===== config.mk =====
export PLATFORM = sky130hd
export DESIGN_NAME = pfs_mul
export DESIGN_NICKNAME = d
export VERILOG_FILES = /design/src/hdl/potential_field_steering_macros.svh /design/src/hdl/pfs_pkg.sv /design/src/hdl/pfs_mul.sv
export SDC_FILE = /design/constraint.sdc
export NUM_CORES = 2
export LEC_CHECK = 0
export CORE_MARGIN = 2
export CORE_UTILIZATION = 55
export DETAILED_ROUTE_END_ITERATION = 12
export DONT_BUFFER_PORTS = 1
export HOLD_SLACK_MARGIN = 0.1
export PLACE_DENSITY = 0.69
export SETUP_SLACK_MARGIN = 0.1
export SLEW_MARGIN = 10
export SYNTH_ARGS = -nofsm -noshare
export SYNTH_HDL_FRONTEND = slang
export SYNTH_SLANG_ARGS = --single-unit

===== constraint.sdc =====
create_clock -name clk_i -period 18.3 [get_ports clk_i]
set_input_delay 0.915 -clock clk_i [delete_from_list [all_inputs] [get_ports clk_i]]
set_output_delay 0.915 -clock clk_i [all_outputs]
set_load 0.01 [all_outputs]

===== src/hdl/potential_field_steering_macros.svh =====
// ----------------------------------------------------------------------------
// Potential field steering assertion macros
// Concurrent assertion wrappers; empty when SYNTHESIS is defined.
// ----------------------------------------------------------------------------
`ifndef POTENTIAL_FIELD_STEERING_MACROS_SVH
`define POTENTIAL_FIELD_STEERING_MACROS_SVH
`ifndef SYNTHESIS
`define PFS_ASSERT(label, prop, msg) \
  label: assert property (@(posedge clk_i) disable iff (!rst_ni) prop) else $error(msg);
`define PFS_ASSERT_NEXT(label, trig, prop, msg) \
  label: assert property (@(posedge clk_i) disable iff (!rst_ni) trig |=> prop) \
    else $error(msg);
`else
`define PFS_ASSERT(label, prop, msg)
`define PFS_ASSERT_NEXT(label, trig, prop, msg)
`endif
`endif


===== src/hdl/pfs_pkg.sv =====
// ----------------------------------------------------------------------------
// Potential field steering package
// Payload types, sequencer states, register indexes and arithmetic helpers.
// ----------------------------------------------------------------------------
package pfs_pkg;

  typedef struct packed {
    logic               func;
    logic signed [23:0] pose_x;
    logic signed [23:0] pose_y;
    logic signed [15:0] pose_yaw;
    logic        [15:0] range_value;
    logic               last_sample;
  } pfs_in_t;

  typedef struct packed {
    logic signed [31:0] force_x;
    logic signed [31:0] force_y;
    logic signed [31:0] turn_rate;
    logic        [23:0] goal_distance;
    logic               drive_enable;
  } pfs_out_t;

  typedef enum logic [4:0] {
    ST_IDLE,
    ST_DSQ,
    ST_DR,
    ST_NUM,
    ST_DEN,
    ST_BRG,
    ST_ANGLE,
    ST_RUN,
    ST_PX_HI,
    ST_PX_LO,
    ST_PY_HI,
    ST_PY_LO,
    ST_PSUM,
    ST_INDEX,
    ST_SCALE,
    ST_FX_ATT,
    ST_FX_HI,
    ST_FX_LO,
    ST_FY_ATT,
    ST_FY_HI,
    ST_FY_LO,
    ST_DX2,
    ST_DY2,
    ST_SOLVE_GO,
    ST_SOLVE,
    ST_TURN,
    ST_TURN_SAT,
    ST_OUT
  } pfs_state_e;

  typedef enum logic {
    COR_ROTATE,
    COR_VECTOR
  } cor_mode_e;

  localparam int CFG_ADDR_W = 4;
  localparam int CFG_DATA_W = 24;

  localparam logic [CFG_ADDR_W-1:0] REG_GOAL_X     = 4'd0;
  localparam logic [CFG_ADDR_W-1:0] REG_GOAL_Y     = 4'd1;
  localparam logic [CFG_ADDR_W-1:0] REG_SCAN_START = 4'd2;
  localparam logic [CFG_ADDR_W-1:0] REG_SCAN_STEP  = 4'd3;
  localparam logic [CFG_ADDR_W-1:0] REG_RADIUS     = 4'd4;
  localparam logic [CFG_ADDR_W-1:0] REG_ATT_GAIN   = 4'd5;
  localparam logic [CFG_ADDR_W-1:0] REG_REP_GAIN   = 4'd6;
  localparam logic [CFG_ADDR_W-1:0] REG_HEAD_GAIN  = 4'd7;

  localparam int MUL_W    = 33;
  localparam int DIV_QW   = 39;
  localparam int CORDIC_STEPS = 24;
  localparam int CORDIC_W = 50;
  localparam int SQRT_W   = 50;
  localparam int ROOT_W   = 25;

  localparam logic signed [CORDIC_W-1:0] CORDIC_GAIN = 50'sd652032874;
  localparam logic [DIV_QW-1:0] TERM_MAX = '1;
  localparam logic [SQRT_W-1:0] DRIVE_DSQ_MIN = 50'd41943;

  localparam logic signed [63:0] SUM_HI = 64'sd549755813887;
  localparam logic signed [63:0] SUM_LO = -64'sd549755813888;
  localparam logic signed [63:0] S32_HI = 64'sd2147483647;
  localparam logic signed [63:0] S32_LO = -64'sd2147483648;

  function automatic logic [31:0] atan_step(input logic [4:0] idx);
    logic [31:0] r;
    case (idx)
      5'd0:  r = 32'd536870912;
      5'd1:  r = 32'd316933406;
      5'd2:  r = 32'd167458907;
      5'd3:  r = 32'd85004756;
      5'd4:  r = 32'd42667331;
      5'd5:  r = 32'd21354465;
      5'd6:  r = 32'd10679838;
      5'd7:  r = 32'd5340245;
      5'd8:  r = 32'd2670163;
      5'd9:  r = 32'd1335087;
      5'd10: r = 32'd667544;
      5'd11: r = 32'd333772;
      5'd12: r = 32'd166886;
      5'd13: r = 32'd83443;
      5'd14: r = 32'd41722;
      5'd15: r = 32'd20861;
      5'd16: r = 32'd10430;
      5'd17: r = 32'd5215;
      5'd18: r = 32'd2608;
      5'd19: r = 32'd1304;
      5'd20: r = 32'd652;
      5'd21: r = 32'd326;
      5'd22: r = 32'd163;
      5'd23: r = 32'd81;
      default: r = 32'd0;
    endcase
    return r;
  endfunction

  function automatic logic signed [39:0] sat_sum(input logic signed [63:0] v);
    logic signed [39:0] r;
    if (v > SUM_HI) begin
      r = SUM_HI[39:0];
    end else if (v < SUM_LO) begin
      r = SUM_LO[39:0];
    end else begin
      r = v[39:0];
    end
    return r;
  endfunction

  function automatic logic signed [31:0] sat32(input logic signed [63:0] v);
    logic signed [31:0] r;
    if (v > S32_HI) begin
      r = S32_HI[31:0];
    end else if (v < S32_LO) begin
      r = S32_LO[31:0];
    end else begin
      r = v[31:0];
    end
    return r;
  endfunction

endpackage


===== src/hdl/pfs_mul.sv =====
// ----------------------------------------------------------------------------
// Shared multiplier
// Signed 33x33 multiply with registered product.
// ----------------------------------------------------------------------------
module pfs_mul import pfs_pkg::*; (
  input  logic                      clk_i,
  input  logic signed [MUL_W-1:0]   a_i,
  input  logic signed [MUL_W-1:0]   b_i,
  output logic signed [2*MUL_W-1:0] p_o
);

  logic signed [2*MUL_W-1:0] p_q;

  always_ff @(posedge clk_i) begin
    p_q <= a_i * b_i;
  end

  assign p_o = p_q;

endmodule


* After elaboration in Yosys (flattened, before gate mapping)
Cells that the tools add are included.
** Operators by class
- Multipliers :: 1
** Operators by type and width (count)
- multiplier 33 x 33 -> 66 bit :: 1
** Word-level totals
- Bits of input ports :: 67
- Register bits after elaboration :: 66

* Longest topological paths before layout
- Word-level depth :: 1
- Depth in mapped cells :: 27
- Mapped depth without buffers :: 26

* Worst setup path after synthesis
Ideal clock, no wire load.
- Path kind :: input port to flip-flop
- Start point :: input a_i[32]
- End point :: register p_q[62] (netlist: p_o[62])
- Setup slack :: 10149 ps
- Buffers on the path :: 2
- Data arrival time :: 8072 ps
- Library setup time :: 79 ps
- Stages on the path :: 23
- Cells stage by stage :: clkbuf_1 > nand2_1 > inv_1 > fa_1 > fa_1 > fa_1 > fa_1 > fa_1 > fa_1 > fa_1 > inv_1 > fa_1 > inv_1 > ha_1 > clkbuf_1 > and3_1 > nand3_1 > nand2b_1 > a2111oi_4 > a211oi_4 > a21o_2 > a21o_1 > a211oi_2
** On the way
- Longest elaborated chain between the ends :: 1
** Ends and longest elaborated chain
- start: declaration :: line pfs_mul.sv:7 : input logic signed [MUL_W-1:0] a_i,
- multiplier 33 x 33 -> 66 bit :: line pfs_mul.sv:15 : p_q <= a_i * b_i;
- end signal: assignment :: line pfs_mul.sv:15
- end: declaration :: line pfs_mul.sv:12 : logic signed [2*MUL_W-1:0] p_q;
No other way between the ends.

* Worst setup path in the final report
- Start point :: input b_i[0]
- End point :: register p_q[62] (netlist: p_o[62])
** On the way
- Longest elaborated chain between the ends :: 1
** Ends and longest elaborated chain
- start: declaration :: line pfs_mul.sv:8 : input logic signed [MUL_W-1:0] b_i,
- multiplier 33 x 33 -> 66 bit :: line pfs_mul.sv:15
No other way between the ends.

==> metrics.txt <==
CP Data Arrival Time 8610 ps; Site Rows 99; clock buffers created by TritonCTS 9; root buffer cell sky130_fd_sc_hd__clkbuf_16; number of port buffers 0; synthesized-area fraction occupied by ao, oa, aoi and oai cells 0.04067; count of H-tree levels built during CTS 3; post-cts gate resize count 0; routed length per placed instance 20.93 um; portion of netlist area occupied by mux cells 0; placeable core region 73080 um2; DRC viols 0; startpoint kind of the worst setup timing path primary input; number of flip-flops in the largest register 66; number of antenna violations at the first check in global routing 3; number of cells produced by synthesis 4338; required time of the critical path 18590 ps; vias in the first global route 31552; Die Span X 276.1 um; weighted congestion at the end of routability-driven global placement 0.8995; post-DR vias/cell 5.515; period utilization 0.4547; fraction of the mapped netlist area in adder cells 0.6294; GRT Residual Overflow 0; relative area change from synthesis to final layout 1.732%; Yosys warnings 0; count of fill cells added during filler insertion 6567; max capacitance violation total 0; Synthesized Nets 5767; summed instance area of the synthesized netlist 40730 um2; Hold WC Path Type primary input to flop; hold-fix buffers at CTS 0; area of the die 76260 um2; Post-DP HPWL 86360 um; Yosys reg bits 66; total vias in the final route 28104; Worst Tran Pin Value 1180 ps; count of different cell masters after synthesis 80; buffering stage count on the worst path with inverters included 3; highest fanout seen on the critical path 33; fraction of registers with async set or reset after synthesis 0; maximum clock frequency 0.1202 GHz; portion of the post-synthesis area used by sequential elements 0.03244; endpoints failing setup 0; Setup crit end kind flop; main flop type after synthesis sky130_fd_sc_hd__dfxtp_1; top library cells by usage in the layout, fill and taps aside 1145 x sky130_fd_sc_hd__fa_1, 1131 x sky130_fd_sc_hd__inv_1, 562 x sky130_fd_sc_hd__and2_1; Sum Neg Setup Slack 0 ps; number of routed nets with antenna violations 0; Period minus WS final 8320 ps; EDFF count, synth 0; vertical extent of the die 276.1 um; count of boundary I/O pins 133; antenna diode count 0; clock sink count 66; initial DRC count 1706; wire length of the first global-routing pass 174500 um; deepest clock path buffer count 2; Hold Fails Final Rpt 0; Critical Path, Cell by Cell nand2_1 -> inv_1 -> fa_1 -> fa_1 -> fa_1 -> fa_1 -> fa_1 -> fa_1 -> fa_1 -> inv_1 -> fa_1 -> inv_1 -> ha_1 -> and3_1 -> nand3_1 -> nand2b_1 -> a2111oi_4 -> a211oi_4 -> a21o_2 -> a21o_1 -> a211oi_2; Max-slew headroom 0.2124; Slowest cell on crit path sky130_fd_sc_hd__fa_1; dominant combinational cell family by area after synthesis adder cells; most common library cell in the layout ignoring fill and taps sky130_fd_sc_hd__fa_1; RSZ-0062 raised after global routing false; drt pass-1 iters 5; synthesized-area fraction occupied by xor and xnor cells 0.01462; initial core utilization 0.5574; layout net count 5561; Worst path top cell family by delay adder cells; clock slew at the register clock pins of the worst setup and hold paths 70 ps; result of the run completed; critical setup path kind primary input to flop; maximum number of pins on one net before global-route repair 34; Synth Area per Inst 9.390 um2; wire length reported by the detailed router 106700 um; CTS tree built; share of cells above drive strength 1 0.01378; Max Slew Vio Count 0; peak per-stage delay on the critical path 1380 ps; buffers inserted during post-CTS setup optimization 0; GR Util All Layers 0.2967; cell repeated most along the worst path sky130_fd_sc_hd__fa_1; post-synthesis share of cell area spent on and, or, nand and nor gates 0.1578
==> routing by layer <==
layer / global-route usage / wire length (um) / share of wire / vias to the layer above
met2: 0.5227 / 55530 / 0.52 / 1035
met1: 0.3554 / 37980 / 0.36 / 14860
met5: 0 / 0 / 0 / -
met3: 0.04504 / 7044 / 0.066 / 297
met4: 0.1482 / 6111 / 0.057 / 0
li1: - / - / - / 11912
==> kinds of logic after synthesis <==
family,Yosys count
AO/OA/AOI/OAI,219
adder cells (fa/ha/maj),1362
AND/OR/NAND/NOR,1271
flip-flops,66
XOR/XNOR,68
buffers and inverters,1352
==> cells in the mapped netlist (3+ instances only) <==
library cell                  n  area share
sky130_fd_sc_hd__xnor2_1     43      0.0092
sky130_fd_sc_hd__o21ai_0     25      0.0031
sky130_fd_sc_hd__o31ai_4      3      0.0016
sky130_fd_sc_hd__nor3_1       7     0.00086
sky130_fd_sc_hd__a21oi_2      3     0.00065
sky130_fd_sc_hd__a21o_1      36      0.0066
sky130_fd_sc_hd__nand4_1     11      0.0017
sky130_fd_sc_hd__inv_1     1131        0.10
sky130_fd_sc_hd__a31oi_1      8      0.0012
sky130_fd_sc_hd__and4_1       5      0.0011
sky130_fd_sc_hd__dfxtp_1     66       0.032
sky130_fd_sc_hd__a211o_1      6      0.0013
sky130_fd_sc_hd__fa_1      1145        0.56
sky130_fd_sc_hd__and3_1       5     0.00077
sky130_fd_sc_hd__or3_1        3     0.00046
sky130_fd_sc_hd__a211oi_1     7      0.0013
sky130_fd_sc_hd__nor2b_1      5     0.00077
sky130_fd_sc_hd__buf_2       11      0.0014
sky130_fd_sc_hd__xor2_1      25      0.0054
sky130_fd_sc_hd__clkbuf_1   208       0.019
sky130_fd_sc_hd__nor2_1      68      0.0063
sky130_fd_sc_hd__and2_1     562       0.086
sky130_fd_sc_hd__o21bai_1    11      0.0020
sky130_fd_sc_hd__nand3_1     25      0.0031
sky130_fd_sc_hd__o21a_1       6      0.0011
sky130_fd_sc_hd__nand2b_1    12      0.0018
sky130_fd_sc_hd__or2_2        3     0.00046
sky130_fd_sc_hd__a211oi_2     3     0.00092
sky130_fd_sc_hd__o21ai_1      6     0.00074
sky130_fd_sc_hd__nand2_1    551       0.051
sky130_fd_sc_hd__o211ai_1     4     0.00074
sky130_fd_sc_hd__ha_1       217       0.067
sky130_fd_sc_hd__a21oi_1     57      0.0070
==> path summary, 6_finish.rpt <==
| path | endpoint | startpoint | depth (start not counted) | slack [ps] |
|---|---|---|---|---|
| max | p_o[62] | b_i[0] | 21 | 9980 |
| min | p_o[0] | b_i[0] | 1 | 660 |
==> area by class of cell <==
type	count	area (um2)	share of cell area
sequential	66	1321	0.03188
multi-input combinational	2920	34320	0.8281
inverter	1131	4245	0.1024
timing repair buffer	4	30.03	0.0007246
tap	959	1200	0.02896
clock buffer	9	225.2	0.005435
clock inverter	7	101.3	0.002446
==> metrics by stage <==
stage | worst slack [ps] | util | cells | instance area, um2 | hold WS, ps
floorplan | 10150 | - | 4338 | 40730 | 1042
global placement | 9800 | 0.5626 | 5080 | 41110 | 1043
detailed placement | 9665 | 0.5626 | 5080 | 41110 | 1046
CTS | 10010 | 0.5670 | 5096 | 41440 | 654.8
global route | 9744 | 0.5670 | 5096 | 41440 | 655.1
finish | 9980 | 0.5670 | 5096 | 41440 | 663.1
Power is left out: the tool's default activity adds up to more than one toggle a clock period on the data nets, which glitch-free logic cannot reach.
