## src/hdl/potential_field_steering_macros.svh

```systemverilog
// ----------------------------------------------------------------------------
// Potential field steering assertion macros
// Concurrent assertion wrappers; empty when SYNTHESIS is defined.
// ----------------------------------------------------------------------------
`ifndef POTENTIAL_FIELD_STEERING_MACROS_SVH
`define POTENTIAL_FIELD_STEERING_MACROS_SVH
`ifndef SYNTHESIS
`define PFS_ASSERT(label, prop, msg) \
  label: assert property (@(posedge clk_i) disable iff (!rst_ni) prop) else $error(msg);
`define PFS_ASSERT_NEXT(label, trig, prop, msg) \
  label: assert property (@(posedge clk_i) disable iff (!rst_ni) trig |=> prop) \
    else $error(msg);
`else
`define PFS_ASSERT(label, prop, msg)
`define PFS_ASSERT_NEXT(label, trig, prop, msg)
`endif
`endif

```

## src/hdl/pfs_pkg.sv

```systemverilog
// ----------------------------------------------------------------------------
// Potential field steering package
// Payload types, sequencer states, register indexes and arithmetic helpers.
// ----------------------------------------------------------------------------
package pfs_pkg;

  typedef struct packed {
    logic               func;
    logic signed [23:0] pose_x;
    logic signed [23:0] pose_y;
    logic signed [15:0] pose_yaw;
    logic        [15:0] range_value;
    logic               last_sample;
  } pfs_in_t;

  typedef struct packed {
    logic signed [31:0] force_x;
    logic signed [31:0] force_y;
    logic signed [31:0] turn_rate;
    logic        [23:0] goal_distance;
    logic               drive_enable;
  } pfs_out_t;

  typedef enum logic [4:0] {
    ST_IDLE,
    ST_DSQ,
    ST_DR,
    ST_NUM,
    ST_DEN,
    ST_BRG,
    ST_ANGLE,
    ST_RUN,
    ST_PX_HI,
    ST_PX_LO,
    ST_PY_HI,
    ST_PY_LO,
    ST_PSUM,
    ST_INDEX,
    ST_SCALE,
    ST_FX_ATT,
    ST_FX_HI,
    ST_FX_LO,
    ST_FY_ATT,
    ST_FY_HI,
    ST_FY_LO,
    ST_DX2,
    ST_DY2,
    ST_SOLVE_GO,
    ST_SOLVE,
    ST_TURN,
    ST_TURN_SAT,
    ST_OUT
  } pfs_state_e;

  typedef enum logic {
    COR_ROTATE,
    COR_VECTOR
  } cor_mode_e;

  localparam int CFG_ADDR_W = 4;
  localparam int CFG_DATA_W = 24;

  localparam logic [CFG_ADDR_W-1:0] REG_GOAL_X     = 4'd0;
  localparam logic [CFG_ADDR_W-1:0] REG_GOAL_Y     = 4'd1;
  localparam logic [CFG_ADDR_W-1:0] REG_SCAN_START = 4'd2;
  localparam logic [CFG_ADDR_W-1:0] REG_SCAN_STEP  = 4'd3;
  localparam logic [CFG_ADDR_W-1:0] REG_RADIUS     = 4'd4;
  localparam logic [CFG_ADDR_W-1:0] REG_ATT_GAIN   = 4'd5;
  localparam logic [CFG_ADDR_W-1:0] REG_REP_GAIN   = 4'd6;
  localparam logic [CFG_ADDR_W-1:0] REG_HEAD_GAIN  = 4'd7;

  localparam int MUL_W    = 33;
  localparam int DIV_QW   = 39;
  localparam int CORDIC_STEPS = 24;
  localparam int CORDIC_W = 50;
  localparam int SQRT_W   = 50;
  localparam int ROOT_W   = 25;

  localparam logic signed [CORDIC_W-1:0] CORDIC_GAIN = 50'sd652032874;
  localparam logic [DIV_QW-1:0] TERM_MAX = '1;
  localparam logic [SQRT_W-1:0] DRIVE_DSQ_MIN = 50'd41943;

  localparam logic signed [63:0] SUM_HI = 64'sd549755813887;
  localparam logic signed [63:0] SUM_LO = -64'sd549755813888;
  localparam logic signed [63:0] S32_HI = 64'sd2147483647;
  localparam logic signed [63:0] S32_LO = -64'sd2147483648;

  function automatic logic [31:0] atan_step(input logic [4:0] idx);
    logic [31:0] r;
    case (idx)
      5'd0:  r = 32'd536870912;
      5'd1:  r = 32'd316933406;
      5'd2:  r = 32'd167458907;
      5'd3:  r = 32'd85004756;
      5'd4:  r = 32'd42667331;
      5'd5:  r = 32'd21354465;
      5'd6:  r = 32'd10679838;
      5'd7:  r = 32'd5340245;
      5'd8:  r = 32'd2670163;
      5'd9:  r = 32'd1335087;
      5'd10: r = 32'd667544;
      5'd11: r = 32'd333772;
      5'd12: r = 32'd166886;
      5'd13: r = 32'd83443;
      5'd14: r = 32'd41722;
      5'd15: r = 32'd20861;
      5'd16: r = 32'd10430;
      5'd17: r = 32'd5215;
      5'd18: r = 32'd2608;
      5'd19: r = 32'd1304;
      5'd20: r = 32'd652;
      5'd21: r = 32'd326;
      5'd22: r = 32'd163;
      5'd23: r = 32'd81;
      default: r = 32'd0;
    endcase
    return r;
  endfunction

  function automatic logic signed [39:0] sat_sum(input logic signed [63:0] v);
    logic signed [39:0] r;
    if (v > SUM_HI) begin
      r = SUM_HI[39:0];
    end else if (v < SUM_LO) begin
      r = SUM_LO[39:0];
    end else begin
      r = v[39:0];
    end
    return r;
  endfunction

  function automatic logic signed [31:0] sat32(input logic signed [63:0] v);
    logic signed [31:0] r;
    if (v > S32_HI) begin
      r = S32_HI[31:0];
    end else if (v < S32_LO) begin
      r = S32_LO[31:0];
    end else begin
      r = v[31:0];
    end
    return r;
  endfunction

endpackage

```

## src/hdl/pfs_sqrt.sv

```systemverilog
// ----------------------------------------------------------------------------
// Integer square root
// Digit-by-digit floor square root, one result bit per cycle.
// ----------------------------------------------------------------------------
module pfs_sqrt import pfs_pkg::*; (
  input  logic              clk_i,
  input  logic              rst_ni,
  input  logic              start_i,
  input  logic [SQRT_W-1:0] val_i,
  output logic              busy_o,
  output logic [ROOT_W-1:0] root_o
);

  logic              busy_q;
  logic [SQRT_W-1:0] v_q;
  logic [SQRT_W-1:0] r_q;
  logic [SQRT_W-1:0] bit_q;
  logic [SQRT_W-1:0] trial;
  logic              take;

  assign trial = r_q + bit_q;
  assign take  = v_q >= trial;

  always_ff @(posedge clk_i or negedge rst_ni) begin
    if (!rst_ni) begin
      busy_q <= 1'b0;
    end else if (start_i) begin
      busy_q <= 1'b1;
    end else if (busy_q && bit_q[0]) begin
      busy_q <= 1'b0;
    end
  end

  always_ff @(posedge clk_i) begin
    if (start_i) begin
      v_q   <= val_i;
      r_q   <= '0;
      bit_q <= SQRT_W'(1) << (SQRT_W - 2);
    end else if (busy_q) begin
      if (take) begin
        v_q <= v_q - trial;
        r_q <= (r_q >> 1) + bit_q;
      end else begin
        r_q <= r_q >> 1;
      end
      bit_q <= bit_q >> 2;
    end
  end

  assign busy_o = busy_q;
  assign root_o = r_q[ROOT_W-1:0];

endmodule

```

## config.mk

```make
export PLATFORM = sky130hd
export DESIGN_NAME = pfs_sqrt
export DESIGN_NICKNAME = d
export VERILOG_FILES = /design/src/hdl/potential_field_steering_macros.svh /design/src/hdl/pfs_pkg.sv /design/src/hdl/pfs_sqrt.sv
export SDC_FILE = /design/constraint.sdc
export NUM_CORES = 1
export LEC_CHECK = 0
export BUFFER_PORTS_ARGS = -buffer_cell sky130_fd_sc_hd__buf_4
export CELL_PAD_IN_SITES_DETAIL_PLACEMENT = 1
export CELL_PAD_IN_SITES_GLOBAL_PLACEMENT = 1
export CORE_MARGIN = 1
export CORE_UTILIZATION = 40
export CTS_CLUSTER_DIAMETER = 60
export DETAILED_ROUTE_END_ITERATION = 10
export GPL_ROUTABILITY_DRIVEN = 0
export GPL_TIMING_DRIVEN = 0
export HOLD_SLACK_MARGIN = 0.02
export PLACE_DENSITY_LB_ADDON = 0.1
export SETUP_SLACK_MARGIN = 0.3
export SLEW_MARGIN = 20
export SYNTH_ARGS = -nofsm -noshare
export SYNTH_HDL_FRONTEND = slang
export SYNTH_SLANG_ARGS = --single-unit
export TNS_END_PERCENT = 5
```

## constraint.sdc

```tcl
create_clock -name clk_i -period 10.5 [get_ports clk_i]
set_input_delay 0.525 -clock clk_i [delete_from_list [all_inputs] [get_ports clk_i]]
set_output_delay 0.525 -clock clk_i [all_outputs]
set_load 0.005 [all_outputs]
```

[Word-level counts from Yosys, hierarchy flattened]
Index checks and enable logic that the tools add are counted.
Word-level totals
  output and inout port bits: 26
  register bits after elaboration: 126
  input bits: 53
  word-level logic and storage cells: 19
Cells by class
  reduce and logical (&&, ||, !) cells: 5
  add/subtract/negate cells: 3
  mux-type cells: 6
  order comparisons: 1
Operators with widths (number)
  $mux 50: 4
  $add 49x49->50: 1
  $add 50x49->50: 1
  $ge 50x50->1: 1
  $sub 50x50->50: 1
  $reduce_bool 2->1: 3
  $mux 1: 2
  $reduce_and 2->1: 1
  $logic_and 1x1->1: 1

[Longest topological paths before layout]
Gate-level depths: netlist (run 1).
  depth in word-level cells: 5
  depth in mapped cells: 25
  gate-level depth less buffers: 23

[Worst setup path after synthesis (run 1)]
OpenSTA, ideal clock, no wires.
  path type: reg2reg
  start: register r_q[22]
  end: register v_q[0] (enable)
  period minus slack after synthesis: 8.268 ns
  setup slack: 2.232 ns
  library setup time: 0.527 ns
  arrival: 7.741 ns
  buffers on the path: 3
  stages on the path, launching flop included: 22
  data required time: 9.973 ns
  cells stage by stage: dfxtp_1 -> ha_1 -> nand2_2 -> or4_4 -> o21ba_1 -> or2_1 -> nor4b_2 -> a2111oi_2 -> o21a_1 -> o31ai_1 -> nand2_1 -> xor2_1 -> ha_1 -> clkbuf_1 -> nand3_1 -> nor3_1 -> nor2_1 -> a21oi_1 -> o21ai_2 -> buf_2 -> buf_6 -> o21ai_0
On the way
  word-level cells in the longest chain between the ends: 4
RTL lines
  start: declaration: line pfs_sqrt.sv:16  | logic [SQRT_W-1:0] r_q;
  start signal: assignment: line pfs_sqrt.sv:42  | r_q <= (r_q >> 1) + bit_q;
  start signal: assignment: line pfs_sqrt.sv:44  | r_q <= r_q >> 1;
  $add 50x49->50: line pfs_sqrt.sv:21  | assign trial = r_q + bit_q;
  $ge 50x50->1: line pfs_sqrt.sv:22  | assign take = v_q >= trial;
  $reduce_bool 2->1 (no line)
  $reduce_and 2->1 (no line)
  end signal: assignment: line pfs_sqrt.sv:36  | v_q <= val_i;
  end signal: assignment: line pfs_sqrt.sv:41  | v_q <= v_q - trial;
  end: declaration: line pfs_sqrt.sv:15  | logic [SQRT_W-1:0] v_q;
Every way passes these cells.
A chain may end at the register's enable or synchronous reset.

[Worst setup path in the final report (run 1)]
  start: register r_q[0]
  end: register v_q[43] (enable)
Same word-level chain as after synthesis.

==> run_summary.xml, run 1 <==
<?xml version="1.0" encoding="UTF-8"?>
<metrics>
  <group name="status">
    <metric name="run_status" unit="">completed</metric>
  </group>
  <group name="timing">
    <metric name="rsz0062_at_grt" unit="">no</metric>
    <metric name="layout_worst_path_cycle_share" unit="%">66.9</metric>
    <metric name="max-slew-margin-rel" unit="%">37.3</metric>
    <metric name="setup-violations-final" unit="">0</metric>
    <metric name="final_hold_viol_count" unit="">0</metric>
    <metric name="fin_skew" unit="ns">0.0128</metric>
    <metric name="max_clock_freq" unit="MHz">142</metric>
    <metric name="finalMaxSlewViolations" unit="">0</metric>
    <metric name="period_needed" unit="ns">7.02</metric>
    <metric name="setup_ws" unit="ns">3.48</metric>
    <metric name="worst_pin_slew" unit="ns">0.940</metric>
    <metric name="tns" unit="ns">0</metric>
  </group>
  <group name="setup_path">
    <metric name="worst-endpoint-arrival" unit="ns">7.20</metric>
    <metric name="critical_path_cell_count" unit="">23</metric>
    <metric name="critical-path-top-delay-family" unit="">compound AO/OA/AOI/OAI gates</metric>
    <metric name="crit_type" unit="">reg2reg</metric>
    <metric name="reg_to_reg_end" unit="">v_q[43]</metric>
    <metric name="start_kind" unit="">register</metric>
    <metric name="critical_path.endpoint" unit="">v_q[43]</metric>
    <metric name="setup.worst_path.end_class" unit="">register</metric>
    <metric name="cp_slowest_cell" unit="">a2111oi_0</metric>
    <metric name="regToRegStartpoint" unit="">r_q[0]</metric>
    <metric name="worstPathBufferInverterCount" unit="">3</metric>
    <metric name="crit_chain" unit="">ha_1 &gt; ha_1 &gt; a21oi_1 &gt; o31ai_1 &gt; a2111oi_0 &gt; or2_1 &gt; nor4b_2 &gt; a2111oi_2 &gt; o21a_1 &gt; nor2_1 &gt; o21ai_0 &gt; xor2_1 &gt; ha_1 &gt; a21o_1 &gt; a21o_1 &gt; a2111o_1 &gt; o21ai_2 &gt; nand3b_1 &gt; o21ai_2 &gt; buf_2 &gt; buf_6 &gt; o21ai_4 &gt; buf_16</metric>
    <metric name="setup.worst_path.start" unit="">r_q[0]</metric>
    <metric name="worstPathRequired" unit="ns">10.69</metric>
    <metric name="critPathMostFrequentCell" unit="">ha_1</metric>
    <metric name="r2r_slack" unit="ns">3.48</metric>
    <metric name="max_stage_delay" unit="ns">0.81</metric>
    <metric name="critical_path.max_fanout" unit="">20</metric>
    <metric name="worst_r2r_path_depth" unit="">23</metric>
  </group>
  <group name="clock_tree">
    <metric name="tritoncts" unit="">yes</metric>
    <metric name="cts_hold_repair.buffers" unit="">1</metric>
    <metric name="post-cts-setup-buffers" unit="">0</metric>
    <metric name="postCtsResizedCells" unit="">0</metric>
    <metric name="cts_inserted_buffers" unit="">17</metric>
    <metric name="worst_setup_hold_path_clk_slew" unit="ns">0.07</metric>
    <metric name="cts_max_level" unit="">4</metric>
    <metric name="max-clock-path-buffers" unit="">2</metric>
    <metric name="cts_num_sinks" unit="">126</metric>
    <metric name="clock_insertion_delay_worst_skew" unit="ns">0.44</metric>
    <metric name="clockRootBuffer" unit="">clkbuf_16</metric>
  </group>
  <group name="placement">
    <metric name="pre_cts_ws" unit="ns">3.51</metric>
    <metric name="io_buffer_count" unit="">77</metric>
    <metric name="place_area" unit="sq mm">0.0127</metric>
    <metric name="place.detailed.hpwl" unit="microns">31700</metric>
    <metric name="placed_cells" unit="">1898</metric>
  </group>
  <group name="detailed_routing">
    <metric name="routed_wire_length" unit="microns">41100</metric>
    <metric name="detail_route.drc_violations" unit="">0</metric>
    <metric name="drtAntennaViolNets" unit="">0</metric>
    <metric name="detail_route.iter0.violations" unit="">703</metric>
    <metric name="pre_antenna_drt_iters" unit="">5</metric>
    <metric name="vias_per_cell" unit="">5.89</metric>
    <metric name="dr_total_vias" unit="">11400</metric>
    <metric name="wire_length_per_cell" unit="microns">21.3</metric>
  </group>
  <group name="synthesis">
    <metric name="yosysUniqueCellTypes" unit="">79</metric>
    <metric name="main_flop_type_after_synthesis" unit="">dfxtp_1</metric>
    <metric name="synth_edf_count" unit="">50</metric>
    <metric name="yosys.area.top_type" unit="">dfxtp_1</metric>
    <metric name="synthesized_area_divided_by_synthesized_cell_count" unit="sq um">8.01</metric>
    <metric name="synthTopCellsByCount" unit="">nand2_1, nor2_1, o21ai_0</metric>
    <metric name="synth-seq-cells" unit="">126</metric>
    <metric name="synth.yosys.warnings" unit="">0</metric>
    <metric name="synthArstFlopShare" unit="%">0.794</metric>
    <metric name="postSynthNetCount" unit="">1597</metric>
    <metric name="synth_cells" unit="">1441</metric>
    <metric name="portion_of_the_post_synthesis_area_used_by_sequential_elements" unit="%">26.2</metric>
    <metric name="post_synth_instance_area" unit="sq mm">0.0115</metric>
    <metric name="synth_top_cell_area_share" unit="%">13.0</metric>
    <metric name="synth.most_common_cell" unit="">nand2_1</metric>
    <metric name="synth_top_cells_by_area" unit="">dfxtp_1, edfxtp_1, ha_1</metric>
  </group>
  <group name="power">
    <metric name="power.share.combinational" unit="%">59.5</metric>
    <metric name="pwr_per_cell_area" unit="mW/mm^2">263</metric>
    <metric name="netSwitchingPower" unit="uW">1640</metric>
    <metric name="power.leakage" unit="uW">0.00548</metric>
    <metric name="power.switching_fraction" unit="%">46.9</metric>
    <metric name="irDropWorstVdd" unit="uV">136</metric>
    <metric name="share_clk_of_total_power" unit="%">18.5</metric>
    <metric name="power.share.sequential" unit="%">22.0</metric>
    <metric name="p_int" unit="uW">1860</metric>
  </group>
  <group name="floorplanning">
    <metric name="start_util" unit="%">41.1</metric>
    <metric name="floorplan.io_pins" unit="">79</metric>
    <metric name="die_area" unit="sq mm">0.0295</metric>
    <metric name="floorplan.rows" unit="">61</metric>
    <metric name="die_height" unit="microns">172</metric>
    <metric name="area_of_the_placeable_core" unit="sq mm">0.0281</metric>
    <metric name="chipWidth" unit="microns">172</metric>
  </group>
  <group name="cells_and_area">
    <metric name="final_area" unit="sq mm">0.0133</metric>
    <metric name="nets" unit="">1696</metric>
    <metric name="drive_above_1_share" unit="%">13.3</metric>
    <metric name="n_antenna_cell" unit="">0</metric>
    <metric name="layout.core_utilization" unit="%">47.3</metric>
    <metric name="finalNonFillerCells" unit="">1931</metric>
    <metric name="area.growth.synth_to_final" unit="%">15.2</metric>
  </group>
  <group name="global_routing">
    <metric name="grt_pass1_vias" unit="">11600</metric>
    <metric name="total_congestion_overflow_after_global_routing" unit="">0</metric>
    <metric name="pin_count_of_the_biggest_net_entering_global_routing" unit="">22</metric>
    <metric name="grt_antenna_before_repair" unit="">1</metric>
    <metric name="grtUsageTotal" unit="%">28.6</metric>
    <metric name="grt_pass1_wl" unit="microns">64200</metric>
  </group>
  <group name="min_path">
    <metric name="min-delay-path-class" unit="">in2reg</metric>
    <metric name="worst_hold_startpoint" unit="">val_i[33]</metric>
  </group>
  <group name="job">
    <metric name="drv.max_cap_violation_count" unit="">0</metric>
  </group>
</metrics>
[worst min-delay path, cell delays in order]
cell,delay (ns)
buf_4,0.07
nand2_1,0.04
o21ai_0,0.05
[layout by cell type (no fill, tap or decap), types with 18 or more instances in the layout]
master	n
nand2_1	167
nor2_1	146
o21ai_0	123
buf_4	103
ha_1	102
a21oi_1	86
dfxtp_1	75
xnor2_1	61
xor2_1	51
edfxtp_1	50
clkbuf_1	46
mux2i_1	42
a31oi_1	40
a21o_1	32
inv_1	31
a211oi_1	31
nand3_1	30
nor3_1	19
clkbuf_16	19
nand4_1	18
buf_2	18
[power groups by stage]
stage	Combinational (uW)	Clock, uW	Sequential [uW]
after global routing	2280	680	783
after detailed placement	2050	0	777
after global placement	1960	0	808
after floorplan	1450	0	766
after CTS	2070	659	771
final	2080	648	770
[area by class of cell]
class                   instances  area (sq um)
clock buffers                  22           507
well taps                     378           473
inverters                      31           116
flip-flops and latches        126          3030
fillers                      3488         14800
plain buffers                  97           500
clock inverters                10           120
repair buffers                 80           643
multi-input cells            1187          7910
[stage by stage]
stage | total power [uW] | hold WS (ns)
global placement | 2770 | 0.300
detailed placement | 2830 | 0.301
finish | 3500 | 0.362
floorplan | 2220 | 0.229
global route | 3750 | 0.358
CTS | 3500 | 0.344
[worst min path at each step]
stage | depth (start not counted) | slack (ns) | to
after global placement | 1 | 0.30 | busy_o
after detailed placement | 1 | 0.30 | busy_o
after CTS | 3 | 0.34 | v_q[36]
final | 3 | 0.36 | v_q[33]
after floorplan | 0 | 0.23 | busy_o
after global routing | 3 | 0.36 | v_q[4]
[state kept, by name (all words and copies together), names as in the netlist]
| signal | cells |
|---|---|
| bit_q | 25 |
| r_q | 50 |
| v_q | 50 |
| busy_o | 1 |
[cell families after synthesis]
logic type      count (synthesis)  synth area share [%]
flops                         126                  26.2
mux                            49                  4.42
buf+inv                       128                  5.33
fa+ha+maj                     103                  11.2
xor+xnor                      112                  8.50
compound gates                460                  26.2
simple gates                  463                  18.1
[per-layer routing]
layer / global-route usage (%) / wire length [microns]
met1: 36.0 / 18700
met2: 50.7 / 20300
met3: 3.41 / 1350
met4: 8.66 / 716
met5: 0 / 0
Note: power is estimated with default switching activity, not from simulation.
==> inputs of run 2 (changes only) <==
- clock period: 10.5 -> 7.3 ns (I/O delays scaled with it)
==> run_summary.xml, run 2 (synthesis gave the netlist of run 1 again) <==
<?xml version="1.0" encoding="UTF-8"?>
<metrics>
  <group name="status">
    <metric name="run_status" unit="">completed</metric>
  </group>
  <group name="placement">
    <metric name="pre_cts_ws" unit="ns">0.351</metric>
    <metric name="io_buffer_count" unit="">77</metric>
    <metric name="place_area" unit="sq mm">0.0127</metric>
    <metric name="place.detailed.hpwl" unit="microns">31600</metric>
  </group>
  <group name="power">
    <metric name="pwr_per_cell_area" unit="mW/mm^2">376</metric>
    <metric name="p_int" unit="uW">2610</metric>
    <metric name="post-layout-total-power" unit="uW">5000</metric>
    <metric name="power.leakage" unit="uW">0.00546</metric>
    <metric name="netSwitchingPower" unit="uW">2380</metric>
    <metric name="irDropWorstVdd" unit="uV">223</metric>
    <metric name="power.share.sequential" unit="%">22.2</metric>
    <metric name="share_clk_of_total_power" unit="%">17.8</metric>
    <metric name="power.share.combinational" unit="%">60.0</metric>
    <metric name="power.switching_fraction" unit="%">47.7</metric>
  </group>
  <group name="setup_path">
    <metric name="crit_type" unit="">reg2reg</metric>
    <metric name="setup.worst_path.end_class" unit="">register</metric>
    <metric name="start_kind" unit="">register</metric>
    <metric name="worstPathRequired" unit="ns">7.49</metric>
    <metric name="critical-path-top-delay-family" unit="">compound AO/OA/AOI/OAI gates</metric>
    <metric name="max_stage_delay" unit="ns">0.54</metric>
    <metric name="critical_path.max_fanout" unit="">21</metric>
    <metric name="worstPathBufferInverterCount" unit="">3</metric>
    <metric name="cp_slowest_cell" unit="">a2111oi_2</metric>
    <metric name="worst-endpoint-arrival" unit="ns">6.76</metric>
    <metric name="crit_chain" unit="">ha_1 &gt; a21oi_1 &gt; o31ai_2 &gt; a2111oi_2 &gt; or2_1 &gt; nor4b_2 &gt; a2111oi_4 &gt; o21a_1 &gt; nor2_1 &gt; o21ai_0 &gt; xor2_1 &gt; ha_1 &gt; a21o_1 &gt; a21o_1 &gt; a2111o_1 &gt; o21ai_2 &gt; nand3b_1 &gt; o21ai_2 &gt; buf_2 &gt; buf_6 &gt; o21ai_4 &gt; buf_16</metric>
  </group>
  <group name="timing">
    <metric name="max_clock_freq" unit="MHz">152</metric>
    <metric name="finalMaxSlewViolations" unit="">0</metric>
    <metric name="layout_worst_path_cycle_share" unit="%">90.1</metric>
    <metric name="fin_skew" unit="ns">0.0178</metric>
    <metric name="period_needed" unit="ns">6.57</metric>
    <metric name="setup-violations-final" unit="">0</metric>
    <metric name="rsz0062_at_grt" unit="">no</metric>
    <metric name="max-slew-margin-rel" unit="%">21.8</metric>
    <metric name="setup_ws" unit="ns">0.726</metric>
    <metric name="final_hold_viol_count" unit="">0</metric>
    <metric name="worst_pin_slew" unit="ns">1.17</metric>
  </group>
  <group name="clock_tree">
    <metric name="tritoncts" unit="">yes</metric>
    <metric name="worst_setup_hold_path_clk_slew" unit="ns">0.07</metric>
    <metric name="max-clock-path-buffers" unit="">2</metric>
    <metric name="cts_num_sinks" unit="">126</metric>
    <metric name="clockRootBuffer" unit="">clkbuf_16</metric>
    <metric name="cts_inserted_buffers" unit="">17</metric>
    <metric name="cts_max_level" unit="">4</metric>
    <metric name="post-cts-setup-buffers" unit="">0</metric>
    <metric name="clock_insertion_delay_worst_skew" unit="ns">0.45</metric>
  </group>
  <group name="cells_and_area">
    <metric name="final_area" unit="sq mm">0.0133</metric>
    <metric name="drive_above_1_share" unit="%">13.5</metric>
    <metric name="count_of_filler_cells_inserted_in_the_layout" unit="">3508</metric>
    <metric name="layout.core_utilization" unit="%">47.3</metric>
    <metric name="n_antenna_cell" unit="">0</metric>
    <metric name="nets" unit="">1696</metric>
    <metric name="most_frequent_standard_cell_in_the_layout_excluding_fill_and_tap_cells" unit="">nand2_1</metric>
    <metric name="area.growth.synth_to_final" unit="%">15.1</metric>
    <metric name="largest_registers_in_the_final_layout" unit="">r_q: 50 flops, v_q: 50 flops, bit_q: 25 flops</metric>
    <metric name="register_area" unit="sq mm">0.00303</metric>
    <metric name="multi_input_area" unit="sq mm">0.00794</metric>
    <metric name="layout_common_cells" unit="">nand2_1, nor2_1, o21ai_0</metric>
  </group>
  <group name="detailed_routing">
    <metric name="routed_wire_length" unit="microns">40900</metric>
    <metric name="detail_route.drc_violations" unit="">0</metric>
    <metric name="vias_per_cell" unit="">5.83</metric>
    <metric name="dr_total_vias" unit="">11300</metric>
    <metric name="dr.max_layer_used" unit="">met4</metric>
    <metric name="pre_antenna_drt_iters" unit="">5</metric>
    <metric name="drtAntennaViolNets" unit="">0</metric>
    <metric name="met2RoutedLength" unit="microns">19700</metric>
    <metric name="wire_length_per_cell" unit="microns">21.2</metric>
    <metric name="detail_route.iter0.violations" unit="">604</metric>
    <metric name="drt-met1-wl" unit="microns">18700</metric>
    <metric name="met3_length" unit="microns">1390</metric>
  </group>
  <group name="global_routing">
    <metric name="total_congestion_overflow_after_global_routing" unit="">0</metric>
    <metric name="grtUsageTotal" unit="%">28.5</metric>
    <metric name="grt_pass1_vias" unit="">11500</metric>
    <metric name="grt_antenna_before_repair" unit="">0</metric>
    <metric name="grt_pass1_wl" unit="microns">64400</metric>
    <metric name="pin_count_of_the_biggest_net_entering_global_routing" unit="">22</metric>
  </group>
  <group name="floorplanning">
    <metric name="floorplan.io_pins" unit="">79</metric>
    <metric name="die_area" unit="sq mm">0.0295</metric>
    <metric name="die_height" unit="microns">172</metric>
    <metric name="floorplan.rows" unit="">61</metric>
    <metric name="chipWidth" unit="microns">172</metric>
    <metric name="area_of_the_placeable_core" unit="sq mm">0.0281</metric>
    <metric name="start_util" unit="%">41.1</metric>
  </group>
  <group name="min_path">
    <metric name="min-delay-path-class" unit="">in2reg</metric>
  </group>
  <group name="job">
    <metric name="drv.max_cap_violation_count" unit="">0</metric>
  </group>
</metrics>
## run 2: cell count changes in the layout (fill, tap and decap cells not counted)
cell        delta
clkbuf_8       -2
clkbuf_16      -2
o31ai_1        -1
a2111oi_4      +1
clkinv_4       +4
inv_4          -1
clkinvlp_4     +2
clkbuf_2       -1
clkbuf_1       +1
o31ai_2        +1
a41oi_2        +1
a41oi_1        -1
a2111oi_0      -1
clkinv_2       -1
## run 2: per-stage QoR
stage          TNS (ns)  hold WS (ns)  instances
6_report              0         0.195       1931
5_1_grt               0         0.202       1931
4_1_cts               0         0.187       1931
3_5_place_dp          0         0.141       1898
3_3_place_gp    -141.69         0.140       1896
2_1_floorplan         0        0.0694       1441
## run 2: cell type report
type	instances	share of cell area (%)
plain buffers	97	3.76
clock buffers	18	3.23
clock inverters	14	1.20
inverters	31	0.876
multi-input cells	1187	59.8
flip-flops and latches	126	22.8
well taps	378	3.56
repair buffers	80	4.84
## run 2: what timing repair did
action | 4_1_cts | 5_1_grt
hold endpoints to repair | 1 | 0
hold buffers | 1 | 0
resized for setup | 0 | 5
setup endpoints to repair | 0 | 57
## run 2: power groups by stage
stage	clock network [uW]	registers (uW)	logic, uW
after floorplan	0	1090	2090
final	891	1110	3000
after global placement	0	1140	2820
after detailed placement	0	1120	2950
after CTS	901	1110	2970
after global routing	926	1120	3300
## run 2: metal layers
metal / vias up / GRT usage [%]
met2: 213 / 49.3
met3: 61 / 4.01
met4: 0 / 9.50
met1: 5502 / 36.2
li1: 5485 / -
met5: - / 0
## run 2: worst min-delay path: cells and delay by family
family | cells | cell delay (ns)
AO/OA/AOI/OAI | 1 | 0.06
buffers and inverters | 1 | 0.07
AND/OR/NAND/NOR | 1 | 0.04
## run 2: path summary, 6_finish.rpt
kind / from / to / slack [ns] / cells past startpoint
worst min register to register: bit_q[36] / bit_q[36] / 0.56 / 2
min in group asynchronous: rst_ni / busy_o / 0.26 / 2
worst max register to register: r_q[2] / v_q[20] / 0.73 / 22
worst min-delay path: val_i[46] / v_q[46] / 0.19 / 3
max in group asynchronous: rst_ni / busy_o / 6.96 / 2
worst max-delay path: r_q[2] / v_q[20] / 0.73 / 22
